$ cat config.mk
export PLATFORM = sky130hd
export DESIGN_NAME = modbus_register_coil_server_core
export DESIGN_NICKNAME = d
export VERILOG_FILES = /design/src/rtl/mrcs_pkg.sv /design/src/rtl/mrcs_ram.sv /design/src/rtl/mrcs_hdr.sv /design/src/rtl/modbus_register_coil_server_core.sv
export SDC_FILE = /design/constraint.sdc
export NUM_CORES = 2
export LEC_CHECK = 0
export BUFFER_PORTS_ARGS = -buffer_cell sky130_fd_sc_hd__buf_2
export CORE_UTILIZATION = 50
export CTS_BUF_LIST = sky130_fd_sc_hd__clkbuf_4
export CTS_CLUSTER_DIAMETER = 120
export DETAILED_ROUTE_END_ITERATION = 16
export PLACE_DENSITY = 0.68
export SLEW_MARGIN = 20
export SYNTH_ARGS = -nofsm -noshare
export SYNTH_HDL_FRONTEND = slang
export SYNTH_SLANG_ARGS = --single-unit
$ cat constraint.sdc
create_clock -name clk_i -period 4.3 [get_ports clk_i]
set_input_delay 0 -clock clk_i [delete_from_list [all_inputs] [get_ports clk_i]]
set_output_delay 0 -clock clk_i [all_outputs]
set_load 0.01 [all_outputs]
$ cat src/rtl/mrcs_pkg.sv
`timescale 1ns / 1ps
`default_nettype none
// ----------------------------------------------------------------------------
// Modbus register and coil server package
// Request and response types, request codes, function codes and reset
// contents shared by the server core and the header calculator.
// ----------------------------------------------------------------------------
package mrcs_pkg;

  // Request types
  localparam logic [2:0] REQ_HEADER   = 3'd0;
  localparam logic [2:0] REQ_RD_REG   = 3'd1;
  localparam logic [2:0] REQ_WR_REG   = 3'd2;
  localparam logic [2:0] REQ_RD_COILS = 3'd3;
  localparam logic [2:0] REQ_WR_COIL  = 3'd4;

  // Modbus function codes that change the reply header
  localparam logic [7:0] FC_READ_COILS    = 8'd1;
  localparam logic [7:0] FC_READ_DISCRETE = 8'd2;
  localparam logic [7:0] FC_READ_HOLDING  = 8'd3;
  localparam logic [7:0] FC_READ_INPUT    = 8'd4;
  localparam logic [7:0] FC_WRITE_MULTI   = 8'd16;

  // Reply length overheads
  localparam logic [15:0] HDR_OVERHEAD = 16'd3;
  localparam logic [15:0] WR_MULTI_LEN = 16'd6;

  // Reset contents
  localparam logic [15:0] HREG_RESET0     = 16'hABCD;
  localparam logic [15:0] HREG_RESET1     = 16'hDEAD;
  localparam logic [7:0]  COIL_ROW0_RESET = 8'h12;
  localparam logic [7:0]  LIMIT_RESET     = 8'd100;

  typedef struct packed {
    logic [2:0]  req_type;
    logic [7:0]  function_code;
    logic [15:0] address;
    logic [10:0] quantity;
    logic [15:0] request_length;
    logic [15:0] write_value;
  } req_t;

  typedef struct packed {
    logic [15:0] read_data;
    logic [11:0] byte_count;
    logic [15:0] reply_length;
    logic        in_range;
  } rsp_t;

  typedef enum logic [2:0] {
    ST_CLEAR,
    ST_IDLE,
    ST_EXEC,
    ST_WAIT1,
    ST_WAIT2
  } state_e;

endpackage
`default_nettype wire

$ cat src/rtl/mrcs_ram.sv
`timescale 1ns / 1ps
`default_nettype none
// ----------------------------------------------------------------------------
// Generic synchronous RAM
// One write port and one read port; read data is registered.
// ----------------------------------------------------------------------------
module mrcs_ram #(
  parameter int unsigned Width = 16,
  parameter int unsigned Depth = 128
) (
  input  wire  logic                    clk_i,
  input  wire  logic                    we_i,
  input  wire  logic [((Depth > 1) ? $clog2(Depth) : 1)-1:0] waddr_i,
  input  wire  logic [Width-1:0]        wdata_i,
  input  wire  logic [((Depth > 1) ? $clog2(Depth) : 1)-1:0] raddr_i,
  output logic [Width-1:0]              rdata_o
);

  logic [Width-1:0] mem_q [Depth];
  logic [Width-1:0] rdata_q;

  always_ff @(posedge clk_i) begin
    if (we_i) begin
      mem_q[waddr_i] <= wdata_i;
    end
    rdata_q <= mem_q[raddr_i];
  end

  assign rdata_o = rdata_q;

endmodule
`default_nettype wire

$ cat src/rtl/mrcs_hdr.sv
`timescale 1ns / 1ps
`default_nettype none
// ----------------------------------------------------------------------------
// Modbus reply header calculator
// Works out the reply data byte count and the MBAP reply length.
// ----------------------------------------------------------------------------
module mrcs_hdr (
  input  wire  logic [7:0]  function_code_i,
  input  wire  logic [10:0] quantity_i,
  input  wire  logic [15:0] request_length_i,
  output logic [11:0]       byte_count_o,
  output logic [15:0]       reply_length_o
);

  logic [11:0] bits_bytes;
  logic [11:0] regs_bytes;

  assign bits_bytes = (12'(quantity_i) + 12'd7) >> 3;
  assign regs_bytes = {quantity_i, 1'b0};

  always_comb begin
    case (function_code_i) inside
      mrcs_pkg::FC_READ_COILS, mrcs_pkg::FC_READ_DISCRETE: begin
        byte_count_o   = bits_bytes;
        reply_length_o = 16'(bits_bytes) + mrcs_pkg::HDR_OVERHEAD;
      end
      mrcs_pkg::FC_READ_HOLDING, mrcs_pkg::FC_READ_INPUT: begin
        byte_count_o   = regs_bytes;
        reply_length_o = 16'(regs_bytes) + mrcs_pkg::HDR_OVERHEAD;
      end
      mrcs_pkg::FC_WRITE_MULTI: begin
        byte_count_o   = '0;
        reply_length_o = mrcs_pkg::WR_MULTI_LEN;
      end
      default: begin
        byte_count_o   = '0;
        reply_length_o = request_length_i;
      end
    endcase
  end

endmodule
`default_nettype wire

$ cat src/rtl/modbus_register_coil_server_core.sv
`timescale 1ns / 1ps
`default_nettype none
// ----------------------------------------------------------------------------
// Modbus register and coil server core
// Holding-register table and coil table with address limit checking.
// ----------------------------------------------------------------------------
// A request is taken when start is high and busy is low. Exactly one result
// follows, shown on rsp_o for one cycle while done_o is high; the receiver
// must take it then, as it cannot hold results off.
// Header, register write and unknown-type requests finish in the execute
// state that follows acceptance; register reads and coil writes go on to
// the first wait state, and eight-coil reads on to the second.
// busy falls in the cycle the result is shown, so a new request may be
// taken alongside it. The wait states come from the registered reads
// of the register and coil memories; an eight-coil read needs two coil
// rows read one after the other, and a coil write is read-modify-write.
// The limit register is written over cfg_* and is always
// ready; it should only change while the block is idle.
// After reset the block clears both tables to their reset contents, one
// entry a cycle, holding busy high until the last entry is written.
// ----------------------------------------------------------------------------
module modbus_register_coil_server_core #(
  parameter int unsigned TABLE_DEPTH = 128
) (
  input  wire  logic          clk_i,
  input  wire  logic          rst_ni,
  input  wire  logic          start,
  output logic                busy,
  input  wire  mrcs_pkg::req_t req_i,
  output logic                done_o,
  output mrcs_pkg::rsp_t      rsp_o,
  input  wire  logic          cfg_valid_i,
  output logic                cfg_ready_o,
  input  wire  logic [7:0]    cfg_data_i
);

  localparam int unsigned AW       = $clog2(TABLE_DEPTH);
  localparam int unsigned CoilRows = (TABLE_DEPTH + 7) / 8;
  localparam int unsigned RowW     = (CoilRows > 1) ? $clog2(CoilRows) : 1;

  mrcs_pkg::state_e state_q, state_d;
  mrcs_pkg::req_t   req_q, req_d;
  mrcs_pkg::rsp_t   rsp_q, rsp_d;
  logic             done_q, done_d;
  logic [AW-1:0]    clr_q, clr_d;
  logic [7:0]       coil_lo_q, coil_lo_d;
  logic [7:0]       limit_q;

  logic             reg_we;
  logic [AW-1:0]    reg_waddr;
  logic [15:0]      reg_wdata;
  logic [15:0]      reg_rdata;
  logic             coil_we;
  logic [RowW-1:0]  coil_waddr;
  logic [RowW-1:0]  coil_raddr;
  logic [7:0]       coil_wdata;
  logic [7:0]       coil_rdata;

  logic             hit;
  logic [7:0]       coil_mask;
  logic [7:0]       coil_window;
  logic [7:0]       coil_row_mod;
  logic [12:0]      row_cur;
  logic [12:0]      row_next;
  logic [11:0]      hdr_byte_count;
  logic [15:0]      hdr_reply_length;

  // Limit register
  always_ff @(posedge clk_i or negedge rst_ni) begin
    if (!rst_ni) begin
      limit_q <= mrcs_pkg::LIMIT_RESET;
    end else if (cfg_valid_i && cfg_ready_o) begin
      limit_q <= cfg_data_i;
    end
  end

  assign cfg_ready_o = 1'b1;

  mrcs_ram #(.Width(16), .Depth(TABLE_DEPTH)) u_hreg_ram (
    .clk_i   (clk_i),
    .we_i    (reg_we),
    .waddr_i (reg_waddr),
    .wdata_i (reg_wdata),
    .raddr_i (req_q.address[AW-1:0]),
    .rdata_o (reg_rdata)
  );

  mrcs_ram #(.Width(8), .Depth(CoilRows)) u_coil_ram (
    .clk_i   (clk_i),
    .we_i    (coil_we),
    .waddr_i (coil_waddr),
    .wdata_i (coil_wdata),
    .raddr_i (coil_raddr),
    .rdata_o (coil_rdata)
  );

  mrcs_hdr u_hdr (
    .function_code_i  (req_q.function_code),
    .quantity_i       (req_q.quantity),
    .request_length_i (req_q.request_length),
    .byte_count_o     (hdr_byte_count),
    .reply_length_o   (hdr_reply_length)
  );

  assign hit = (17'(req_q.address) < 17'(limit_q)) &&
               (17'(req_q.address) < 17'(TABLE_DEPTH));

  assign row_cur  = req_q.address[15:3];
  assign row_next = row_cur + 13'd1;

  // Each of the eight coils is checked against the limit on its own.
  always_comb begin
    logic [16:0] ca;
    ca = '0;
    for (int i = 0; i < 8; i++) begin
      ca = 17'(req_q.address) + 17'(i);
      coil_mask[i] = (ca < 17'(limit_q)) && (ca < 17'(TABLE_DEPTH));
    end
  end

  // The eight coils start anywhere in the lower row and run into the next.
  always_comb begin
    logic [15:0] pair;
    pair        = {coil_rdata, coil_lo_q};
    coil_window = 8'(pair >> req_q.address[2:0]) & coil_mask;
  end

  always_comb begin
    coil_row_mod = coil_rdata;
    coil_row_mod[req_q.address[2:0]] = (req_q.write_value != 16'd0);
  end

  always_comb begin
    state_d    = state_q;
    req_d      = req_q;
    rsp_d      = rsp_q;
    done_d     = 1'b0;
    clr_d      = clr_q;
    coil_lo_d  = coil_lo_q;
    reg_we     = 1'b0;
    reg_waddr  = req_q.address[AW-1:0];
    reg_wdata  = req_q.write_value;
    coil_we    = 1'b0;
    coil_waddr = row_cur[RowW-1:0];
    coil_wdata = coil_row_mod;
    coil_raddr = row_cur[RowW-1:0];
    busy       = 1'b1;

    unique case (state_q)
      mrcs_pkg::ST_CLEAR: begin
        reg_we    = 1'b1;
        reg_waddr = clr_q;
        if (clr_q == AW'(0)) begin
          reg_wdata = mrcs_pkg::HREG_RESET0;
        end else if (clr_q == AW'(1)) begin
          reg_wdata = mrcs_pkg::HREG_RESET1;
        end else begin
          reg_wdata = '0;
        end
        coil_we    = ({1'b0, clr_q} < (AW+1)'(CoilRows));
        coil_waddr = clr_q[RowW-1:0];
        coil_wdata = (clr_q == AW'(0)) ? mrcs_pkg::COIL_ROW0_RESET : 8'd0;
        if (clr_q == AW'(TABLE_DEPTH - 1)) begin
          state_d = mrcs_pkg::ST_IDLE;
        end else begin
          clr_d = clr_q + AW'(1);
        end
      end
      mrcs_pkg::ST_IDLE: begin
        busy = 1'b0;
        if (start) begin
          req_d   = req_i;
          state_d = mrcs_pkg::ST_EXEC;
        end
      end
      mrcs_pkg::ST_EXEC: begin
        rsp_d = '0;
        case (req_q.req_type)
          mrcs_pkg::REQ_HEADER: begin
            rsp_d.byte_count   = hdr_byte_count;
            rsp_d.reply_length = hdr_reply_length;
            rsp_d.in_range     = hit;
            done_d             = 1'b1;
            state_d            = mrcs_pkg::ST_IDLE;
          end
          mrcs_pkg::REQ_WR_REG: begin
            reg_we         = hit;
            rsp_d.in_range = hit;
            done_d         = 1'b1;
            state_d        = mrcs_pkg::ST_IDLE;
          end
          mrcs_pkg::REQ_RD_REG, mrcs_pkg::REQ_RD_COILS, mrcs_pkg::REQ_WR_COIL: begin
            state_d = mrcs_pkg::ST_WAIT1;
          end
          default: begin
            done_d  = 1'b1;
            state_d = mrcs_pkg::ST_IDLE;
          end
        endcase
      end
      mrcs_pkg::ST_WAIT1: begin
        rsp_d          = '0;
        rsp_d.in_range = hit;
        coil_raddr     = row_next[RowW-1:0];
        if (req_q.req_type == mrcs_pkg::REQ_RD_COILS) begin
          coil_lo_d = coil_rdata;
          state_d   = mrcs_pkg::ST_WAIT2;
        end else begin
          if (req_q.req_type == mrcs_pkg::REQ_RD_REG) begin
            rsp_d.read_data = hit ? reg_rdata : 16'd0;
          end else begin
            coil_we = hit;
          end
          done_d  = 1'b1;
          state_d = mrcs_pkg::ST_IDLE;
        end
      end
      mrcs_pkg::ST_WAIT2: begin
        rsp_d           = '0;
        rsp_d.in_range  = hit;
        rsp_d.read_data = {8'd0, coil_window};
        done_d          = 1'b1;
        state_d         = mrcs_pkg::ST_IDLE;
      end
      default: begin
        state_d = mrcs_pkg::ST_IDLE;
      end
    endcase
  end

  always_ff @(posedge clk_i or negedge rst_ni) begin
    if (!rst_ni) begin
      state_q <= mrcs_pkg::ST_CLEAR;
      clr_q   <= '0;
      done_q  <= 1'b0;
    end else begin
      state_q <= state_d;
      clr_q   <= clr_d;
      done_q  <= done_d;
    end
  end

  always_ff @(posedge clk_i) begin
    req_q     <= req_d;
    rsp_q     <= rsp_d;
    coil_lo_q <= coil_lo_d;
  end

  assign done_o = done_q;
  assign rsp_o  = rsp_q;

  // A result only ever follows work on an accepted request.
  a_done_after_work: assert property (@(posedge clk_i) disable iff (!rst_ni)
    done_o |-> ($past(state_q) != mrcs_pkg::ST_IDLE &&
                $past(state_q) != mrcs_pkg::ST_CLEAR))
    else $error("result strobe without a request in progress");

  // A request that is taken is executed in the next cycle.
  a_accept_exec: assert property (@(posedge clk_i) disable iff (!rst_ni)
    (start && !busy) |=> (state_q == mrcs_pkg::ST_EXEC))
    else $error("accepted request not executed");

  // Table writes outside the clearing pass must be in range.
  a_write_in_range: assert property (@(posedge clk_i) disable iff (!rst_ni)
    ((reg_we || coil_we) && state_q != mrcs_pkg::ST_CLEAR) |-> hit)
    else $error("table write outside the address limit");

  // Coil writes only happen while clearing or in the read-modify-write step.
  a_coil_rmw: assert property (@(posedge clk_i) disable iff (!rst_ni)
    coil_we |-> (state_q == mrcs_pkg::ST_CLEAR ||
                 (state_q == mrcs_pkg::ST_WAIT1 &&
                  req_q.req_type == mrcs_pkg::REQ_WR_COIL)))
    else $error("coil row written outside read-modify-write");

  // No request is taken while the tables are being cleared.
  a_busy_clear: assert property (@(posedge clk_i) disable iff (!rst_ni)
    (state_q == mrcs_pkg::ST_CLEAR) |-> busy)
    else $error("not busy during clearing pass");

endmodule
`default_nettype wire
==> results.json <==
{
  "finalCritPeriodShare": 0.865,
  "dp_hpwl_mm": 155,
  "fin_util": 0.595,
  "cts_tree": "yes",
  "cts_resized": 0,
  "antenna_found_initial": 14,
  "die_h_um": 436,
  "fin_area_um2": 111000,
  "cts_made_buffers": 597,
  "synthCells": 4777,
  "setup_viol": 0,
  "violations": "DRC",
  "ys_async_sr_fraction": 0.00811,
  "htree_levels": 6,
  "slew_headroom": 0.250,
  "status": "finished, violations left",
  "track_usage": 0.268,
  "fill_cells": 13500,
  "crit_arrival_ns": 4.92,
  "syn_area_um2": 94200,
  "numClockSinks": 2342,
  "post_cts_buffers": 0,
  "rsz0062_at_grt": "no",
  "clkLatencyLatePin_ns": 1.42,
  "synth_seq_area_share": 0.743,
  "vias": 53200,
  "synth_cell_type_count": 81,
  "slew_violations": 0,
  "place_area_um2": 101000,
  "path_max_fanout": 38,
  "routedWlPerCell_um": 29.2,
  "grt_max_degree": 129,
  "holdBufCountCts": 249,
  "die-area_um2": 190000,
  "drt_iter0_markers": 6771,
  "ir_drop_v": 0.000566,
  "fmax_ghz": 0.269,
  "syn_avg_cell_area_um2": 19.7,
  "period_minus_slack_ns": 3.72,
  "path_clk_slew_ns": 0.06,
  "vias_per_cell": 6.10,
  "area_growth_pct": 17.6,
  "yosysWarnings": 0,
  "core_area_um2": 186000,
  "wl_mm": 255,
  "synth_nets": 4928,
  "tightest_slew_ns": 1.12,
  "ys.flop_type": "edfxtp_1",
  "worstHoldPathType": "input pin to register",
  "clockRootBuffer": "clkbuf_4",
  "grt_pass1_vias": 54000,
  "postRouteAntennaNets": 0,
  "power_density_nw_per_um2": 581,
  "worstSetupPathType": "register to register",
  "rows": 158,
  "hold_viol_final": 0,
  "startpoint_type": "register",
  "num_io_pins": 130,
  "drt-pass1-iter-count": 13,
  "clk_path_buf_depth": 4,
  "drive_above_1_share": 0.345,
  "cellLeakagePower_nw": 37.1,
  "die_w_um": 436,
  "start_util": 0.506,
  "synth-edff-count": 2299,
  "final_nets": 6002,
  "overflow": 0,
  "crit_path_end_kind": "register",
  "io_buffers": 128,
  "cap_violations": 0,
  "drc": 2,
  "gp_congestion": 0.937,
  "crit_required_ns": 5.50,
  "synth-seq-cells": 2342,
  "fin_skew_ns": 0.130,
  "grt_pass1_wl_mm": 368
}
[per-layer routing]
| layer | up-vias | part of all wire | GRT usage |
|---|---|---|---|
| met5 | - | 0.00024 | 0 |
| li1 | 22200 | - | - |
| met4 | 10 | 0.042 | 0.121 |
| met2 | 3004 | 0.47 | 0.412 |
| met3 | 540 | 0.096 | 0.0602 |
| met1 | 27400 | 0.39 | 0.369 |
[cells in the mapped netlist (17+ instances only)]
library cell / instances / share of area
xor2_1: 28 / 0.0026
and2_1: 51 / 0.0034
buf_2: 61 / 0.0032
buf_1: 24 / 0.00096
o21ai_0: 66 / 0.0035
buf_4: 40 / 0.0032
nor4_1: 17 / 0.0011
nand2_1: 254 / 0.010
a22oi_1: 43 / 0.0034
nor3_1: 181 / 0.0096
nor2_1: 86 / 0.0034
edfxtp_1: 2299 / 0.73
dfxtp_1: 24 / 0.0051
a21oi_1: 112 / 0.0059
a21o_1: 26 / 0.0021
and3_1: 25 / 0.0017
nand2b_1: 17 / 0.0011
buf_6: 32 / 0.0038
a31oi_1: 43 / 0.0029
a211oi_1: 52 / 0.0041
nand3_1: 58 / 0.0031
xnor2_1: 54 / 0.0050
ha_1: 69 / 0.0092
mux2i_1: 184 / 0.020
mux4_2: 532 / 0.13
inv_1: 28 / 0.0011
clkbuf_1: 126 / 0.0050
a311oi_1: 19 / 0.0018
[where the power goes]
group / leakage, nW / switching (mW) / internal [mW] / total [mW]
logic: 11.4 / 10.8 / 4.84 / 15.7
clock network: 4.37 / 8.75 / 9.76 / 18.5
registers: 21.4 / 0.704 / 29.5 / 30.2
total: 37.1 / 20.3 / 44.1 / 64.4
[critical path: stages (launching register included)]
cell,delay (ns)
edfxtp_1,0.47
buf_4,0.47
buf_4,0.59
mux4_2,0.39
and2_1,0.17
a211oi_1,0.50
a31oi_1,0.13
a22oi_1,0.52
a22oi_1,0.22
[logic make-up (layout without fill, tap and decap cells)]
group | count (synthesis) | count (layout) | share of synthesized area
adders and majority gates | 69 | 69 | 0.00916
muxes | 732 | 732 | 0.149
buffers and inverters | 320 | 1779 | 0.0184
AOI/OAI and AO/OA | 468 | 468 | 0.0333
and+or+nand+nor | 762 | 762 | 0.0390
other | 1 | 10 | 0.0000398
DFF | 2342 | 2342 | 0.743
xor gates and xnor gates | 83 | 83 | 0.00780
[stage by stage]
| stage | hold slack (ns) | power [mW] | cells | worst slack [ns] | TNS, ns |
|---|---|---|---|---|---|
| floorplan | -0.296 | 38.5 | 4777 | -0.204 | -369.77 |
| global placement | 0.0117 | 45.6 | 7482 | 0.747 | 0 |
| detailed placement | 0.0156 | 46.0 | 7482 | 0.722 | 0 |
| CTS | 0.0565 | 64.5 | 8715 | 0.673 | 0 |
| global route | 0.180 | 66.5 | 8719 | 0.503 | 0 |
| finish | 0.205 | 64.4 | 8725 | 0.579 | 0 |
[path summary, 6_finish.rpt]
path	startpoint	end	slack (ns)	cells past startpoint
min reg2reg	u_coil_ram.rdata_o[7]$_DFF_P_	coil_lo_q[7]$_DFFE_PP_	0.44	0
max	req_q[44]$_DFFE_PP_	u_hreg_ram.rdata_o[2]$_DFF_P_	0.58	8
min	start	state_q[1]$_DFFE_PN0P_	0.21	5
max in group asynchronous	rst_ni	state_q[1]$_DFFE_PN0P_	3.45	5
max reg2reg	req_q[44]$_DFFE_PP_	u_hreg_ram.rdata_o[2]$_DFF_P_	0.58	8
min in group asynchronous	rst_ni	limit_q[7]$_DFFE_PN0P_	0.40	5
[placed cells by master, fill, tap and decap left out, drive strengths merged, types with 25 or more instances in the layout]
cell type    instances
edfxtp            2299
clkbuf             864
mux4               537
buf                514
nand2              255
dlygate4sd3        249
mux2i              185
nor3               182
a21oi              112
clkinv              97
nor2                87
ha                  69
o21ai               66
nand3               58
xnor2               54
and2                53
a211oi              52
a31oi               44
a22oi               43
inv                 41
xor2                29
a21o                26
and3                25
[final cells by class]
class | count | area (um2) | share of cell area
timing repair buffer | 763 | 6930 | 0.0625
clock buffer | 864 | 6490 | 0.0585
multi-input combinational | 2115 | 23400 | 0.211
clock inverter | 120 | 764 | 0.00690
tap | 2480 | 3100 | 0.0280
antenna | 9 | 22.5 | 0.000203
sequential | 2342 | 70000 | 0.632
inverter | 32 | 126 | 0.00114
[state kept, by name, indices dropped and copies added, names as in the netlist]
name	count
clr_q	7
coil_lo_q	8
done_o	1
limit_q	8
req_q	70
rsp_o	45
state_q	3
u_coil_ram.mem_q	128
u_coil_ram.rdata_o	8
u_hreg_ram.mem_q	2048
u_hreg_ram.rdata_o	16
Note: power is estimated with default switching activity, not from simulation.
